## src/design/bspc_ram.sv

```systemverilog
module bspc_ram #(
  parameter int Width = 8,
  parameter int Depth = 16
) (
  input  logic                     clk,
  input  logic                     wr_en,
  input  logic [$clog2(Depth)-1:0] wr_addr,
  input  logic [Width-1:0]         wr_data,
  input  logic [$clog2(Depth)-1:0] rd_addr,
  output logic [Width-1:0]         rd_data
);

  logic [Width-1:0] mem [Depth];

  always_ff @(posedge clk) begin
    if (wr_en) begin
      mem[wr_addr] <= wr_data;
    end
    rd_data <= mem[rd_addr];
  end

endmodule

```

## config.mk

```make
export PLATFORM = sky130hd
export DESIGN_NAME = bspc_ram
export DESIGN_NICKNAME = d
export VERILOG_FILES = /design/src/design/bspc_ram.sv
export SDC_FILE = /design/constraint.sdc
export NUM_CORES = 1
export LEC_CHECK = 0
export BUFFER_PORTS_ARGS = -buffer_cell sky130_fd_sc_hd__buf_4
export CAP_MARGIN = 40
export CORE_MARGIN = 2
export CORE_UTILIZATION = 55
export CTS_CLUSTER_DIAMETER = 150
export DETAILED_ROUTE_END_ITERATION = 10
export PLACE_DENSITY_LB_ADDON = 0.15
export SETUP_SLACK_MARGIN = 0.1
export SLEW_MARGIN = 20
export SYNTH_ARGS = -nofsm -noshare
export SYNTH_HDL_FRONTEND = slang
export SYNTH_SLANG_ARGS = --single-unit
```

## constraint.sdc

```tcl
create_clock -name clk -period 2.2 [get_ports clk]
set_clock_uncertainty 0.2 [all_clocks]
set_input_delay 0.11 -clock clk [delete_from_list [all_inputs] [get_ports clk]]
set_output_delay 0.11 -clock clk [all_outputs]
set_load 0.05 [all_outputs]
```

=== Word-level counts from Yosys, hierarchy flattened ===
Memory sizes are Yosys's and may differ from the RTL's. A register that Yosys moved wholly into a read port is not among the register bits.
Index checks and enable logic that the tools add are counted.

* Bits in registers: 0
* Latch bits: 0
* Bits in writable memories: 128
* ROM bits: 0
* Input port bits: 18
* Output and inout port bits: 8
* Word-level logic and storage cells: 3
* Memories kept: 1

* Add/sub/neg operators: 0
* $mul: 0
* Divide/modulo/power cells: 0
* Magnitude comparators: 0
* Equality and inequality tests: 0
* Shift operators: 0
* Muxes and demuxes: 2
* Bitwise logic cells: 0
* Reductions and logical operators: 0

{| class="wikitable"
|+ Memories
! memory !! depth !! width !! rd ports !! clocked after memory_dff !! wr ports !! line !! source
|-
| mem || 16 || 8 || 1 || 1 || 1 || 13 || <nowiki>logic [Width-1:0] mem [Depth];</nowiki>
|}

{| class="wikitable"
|+ Operators by type and width
! cell !! number
|-
| $mux W1 || 2
|}

=== Logic depth before layout (Yosys ltp) ===
* Depth after elaboration: 2
* Depth in mapped cells: 5
* Mapped depth without buffers: 3

=== Worst setup path before layout ===
OpenSTA, ideal clock, no wires.

* Path type: input-to-reg
* Start point: input port wr_addr[2]
* End point: memory mem[0][0] (enable)
* Setup time: 383 ps
* Data arrival time: 1220 ps
* Data required time: 1617 ps
* Slack: 397 ps
* Cell stages on the path: 2
* Buffers on the path: 0
* Cells stage by stage: or3b_2 -> nor3_1

{| class="wikitable"
|+ RTL lines
! item !! line !! source
|-
| start, declared || 7 || <nowiki>input logic [$clog2(Depth)-1:0] wr_addr,</nowiki>
|-
| end, declared || 13 ||
|}

Straight into the memory's write port.

==> implementation parameters <==
Parameter                              Value

Finish
  Final std cells w/o fill    424
  Number of nets in the layout    318
  Count of fill cells added during filler insertion    580
  Sequential cell area in the final layout    between 0.004 and 0.005 mm2
  Total inserted antenna cells    0
  Fraction of layout cells with a size suffix above 1    a little over 30%
  Footprint of the multi-input gates    approximately 0.0011 mm2
  Finished Core Util    about 68%
  Signed area change from the synthesized netlist to the final layout    21.6%
  Post-route cell area    ~0.0063 mm2

Status
  Violated checks    negative hold slack
  Result of the run    finished with violations

Clock network
  Clk slew on worst S/H paths    0.06 ns
  Maximum clock path buffer count    2
  Total number of clock tree sinks    around 140
  Cts bufs inserted    17
  Clock latency at the later pin of the worst-skew pair    0.51 ns
  H-Tree Depth    4
  Resized cells post-CTS    0
  Clock tree from TritonCTS    yes
  Root cell of the clock tree    sky130_fd_sc_hd__clkbuf_8

Power
  Peak VDD IR    ~0.56 mV
  Static leakage power    2.15 nW
  Power Total    between 5 and 6 mW
  Power share of the clock group    a little over two fifths
  Share of total power consumed by net switching    a little over a fifth
  Cell-internal power    ~4.6 mW
  Portion of total power attributed to combinational logic    6.2%
  Power Density    931 mW/mm2
  Switching power of the nets    1.27 mW
  Register share of total power    about 50%

Logic synthesis
  Total of flip-flops plus latches after synthesis    136
  Number of distinct standard cells referenced by the synthesized netlist    19
  Synthesis Warnings    0
  Synth Area per Inst    between 20 and 25 um2
  Area of the mapped netlist    0.00515 mm2
  Syn Nets    ~250
  Post-synth EDFFs    between 100 and 150
  Area contributors post-synth    sky130_fd_sc_hd__edfxtp_1, sky130_fd_sc_hd__mux4_2, sky130_fd_sc_hd__mux4_1
  Share of the synthesized area in the top cell type    between 70 and 80%
  Post-Synthesis Cells    about 230
  Proportion of synthesized flip-flops having asynchronous set or reset    0%
  Cell type with the largest total area after synthesis    sky130_fd_sc_hd__edfxtp_1
  Most used DFF post-synth    sky130_fd_sc_hd__edfxtp_1
  Seq/Total Area, Yosys    between 70 and 80%

Floorplan
  Total die area    approximately 0.010 mm2
  Effective utilization at floorplan    a little under three fifths
  Core area    approximately 0.0092 mm2
  Width of the die    roughly 100 um
  Ports placed on the boundary    26
  Vert. Die Dim    101 um
  Cell row count    35

Timing
  Setup TNS after final layout    0 ns
  Final hold violation count    1
  Max-slew headroom    a little over 70%
  Transition time at the pin with the least slew margin    ~0.44 ns
  Post-route minimum period    between 1.5 and 2 ns
  Maximum clock frequency    ~600 MHz
  Minimum hold slack    -0.0238 ns
  Number of pins exceeding their max-slew limit in the final report    0
  Total setup violations reported at the end of the flow    0
  Crit share post-route    between 70 and 80%
  RSZ-0062 raised after global routing    no

Drt
  Via count    2492
  Number of antenna-violating nets in the routed design    0
  Routed WL per cell    22.8 um
  DRC violations left    0
  DRT Pass-1 Iters    4
  Ratio of routed vias to standard cells    around 6
  WL final    about 9700 um
  DRC violation total after the first TritonRoute iteration    about 200

Placed design
  Placer Congestion    0.742
  Number of port buffers    25
  Inst Count DP    approximately 380
  Post-place instance area    0.00557 mm2
  Total half-perimeter wirelength after legalization and detailed placement    around 6000 um

Worst setup path
  Largest fanout of any net on the critical path    8
  Kind of critical path    in2reg
  Crit start category    primary input
  Kind of end point of the critical path    flip-flop
  Data arrival time at the worst-slack endpoint    between 1.5 and 2 ns
  Required time worst endpoint    ~2.4 ns

Global route
  Leftover overflow at the end of global routing    0
  Vias in the first global route    around 2600
  Antenna violations before repair    0
  Total routing resource utilization after global routing    between 20% and 30%
  Pin count of the biggest net entering global routing    33
  Wire length of the first global-routing pass    ~15000 um

Flow run
  Max-cap violations    0

Worst hold path
  Class of the worst hold path    in2reg
per-stage QoR:
step,worst slack (ns),hold WS [ns]
6_report,0.497,-0.0238
5_1_grt,0.444,0.00270
4_1_cts,0.135,0.00737
3_5_place_dp,0.462,0.224
3_3_place_gp,0.480,0.213
2_1_floorplan,0.397,0.00887
cells in the final DEF, fill, tap and decap left out:
master and n:
sky130_fd_sc_hd__nand3b_1 2, sky130_fd_sc_hd__buf_4 46, sky130_fd_sc_hd__clkinv_1 1, sky130_fd_sc_hd__mux4_1 14
sky130_fd_sc_hd__nand3_1 1, sky130_fd_sc_hd__buf_12 1, sky130_fd_sc_hd__clkbuf_16 16, sky130_fd_sc_hd__or3b_2 1
sky130_fd_sc_hd__a22oi_1 16, sky130_fd_sc_hd__nor2_1 13, sky130_fd_sc_hd__nor3_1 4, sky130_fd_sc_hd__and2_1 1
sky130_fd_sc_hd__nor2b_1 1, sky130_fd_sc_hd__edfxtp_1 128, sky130_fd_sc_hd__clkbuf_8 1, sky130_fd_sc_hd__clkinvlp_4 6
sky130_fd_sc_hd__mux4_2 18, sky130_fd_sc_hd__clkinv_4 2, sky130_fd_sc_hd__bufinv_16 1, sky130_fd_sc_hd__clkbuf_1 2
sky130_fd_sc_hd__nand2b_1 2, sky130_fd_sc_hd__dfxtp_1 8, sky130_fd_sc_hd__inv_6 3, sky130_fd_sc_hd__nand2_1 9
sky130_fd_sc_hd__dlygate4sd3_1 15, sky130_fd_sc_hd__and2b_1 1
critical path: stages:
cell,delay (ns)
sky130_fd_sc_hd__dlygate4sd3_1,0.53
sky130_fd_sc_hd__buf_4,0.12
sky130_fd_sc_hd__nor2_1,0.04
sky130_fd_sc_hd__dlygate4sd3_1,0.55
sky130_fd_sc_hd__buf_4,0.18
sky130_fd_sc_hd__a22oi_1,0.29
sky130_fd_sc_hd__nand2_1,0.09
final cells by class:
cell class	instances	share of cell area (%)
Multi-Input combinational cell	83	16.9
Sequential cell	136	64.0
Tap cell	111	2.22
Clock buffer	19	6.74
Timing Repair Buffer	62	8.24
Clock inverter	13	1.96
power groups by stage:
stage	Clock, mW	Combinational, mW	Sequential, mW
after global placement	0	0.338	2.97
after floorplan	0	0.147	3.02
final	2.55	0.360	2.92
after CTS	2.58	0.366	2.92
after detailed placement	0	0.343	2.97
after global routing	2.72	0.387	2.92
logic make-up after synthesis:
logic type | Yosys count | synth area share [%]
AO/OA/AOI/OAI | 16 | 2.33
flip-flops | 136 | 77.8
multiplexers | 32 | 15.0
AND/OR/NAND/NOR | 35 | 3.18
buffers and inverters | 10 | 1.68
layer usage:
layer / up-vias / wire length [um] / track usage [%]
met3: 13 / 513 / 5.48
met4: 0 / 191 / 9.48
met1: 1285 / 4180 / 30.5
met5: - / 0 / 0
met2: 82 / 4770 / 32.4
li1: 1112 / - / -
cells in the mapped netlist, types with 2 or more instances:
library cell,n
sky130_fd_sc_hd__nand3b_1,2
sky130_fd_sc_hd__mux4_2,18
sky130_fd_sc_hd__mux4_1,14
sky130_fd_sc_hd__a22oi_1,16
sky130_fd_sc_hd__buf_2,3
sky130_fd_sc_hd__buf_6,3
sky130_fd_sc_hd__edfxtp_1,128
sky130_fd_sc_hd__dfxtp_1,8
sky130_fd_sc_hd__nor2_1,13
sky130_fd_sc_hd__clkdlybuf4s25_2,3
sky130_fd_sc_hd__nor3_1,4
sky130_fd_sc_hd__nand2_1,9
sky130_fd_sc_hd__nand2b_1,2
registers in the layout, summed over array words and instances (netlist names):
name and count:
rd_data 8, mem 128
timing repair:
action / CTS / global route
endpoints found under the hold margin: 168 / 0
buffers inserted: 0 / 0
endpoints found under the setup margin: 0 / 1
hold buffers: 16 / 0
final timing paths:
path / from / end / slack [ns] / depth (start not counted)
hold reg to reg: mem[15][2] / rd_data[2] / 0.46 / 3
hold / removal: rd_addr[0] / rd_data[4] / -0.02 / 4
setup reg to reg: mem[0][2] / rd_data[2] / 0.60 / 3
setup / recovery: rd_addr[2] / rd_data[0] / 0.50 / 7
Power figures use the tool's default switching activity.
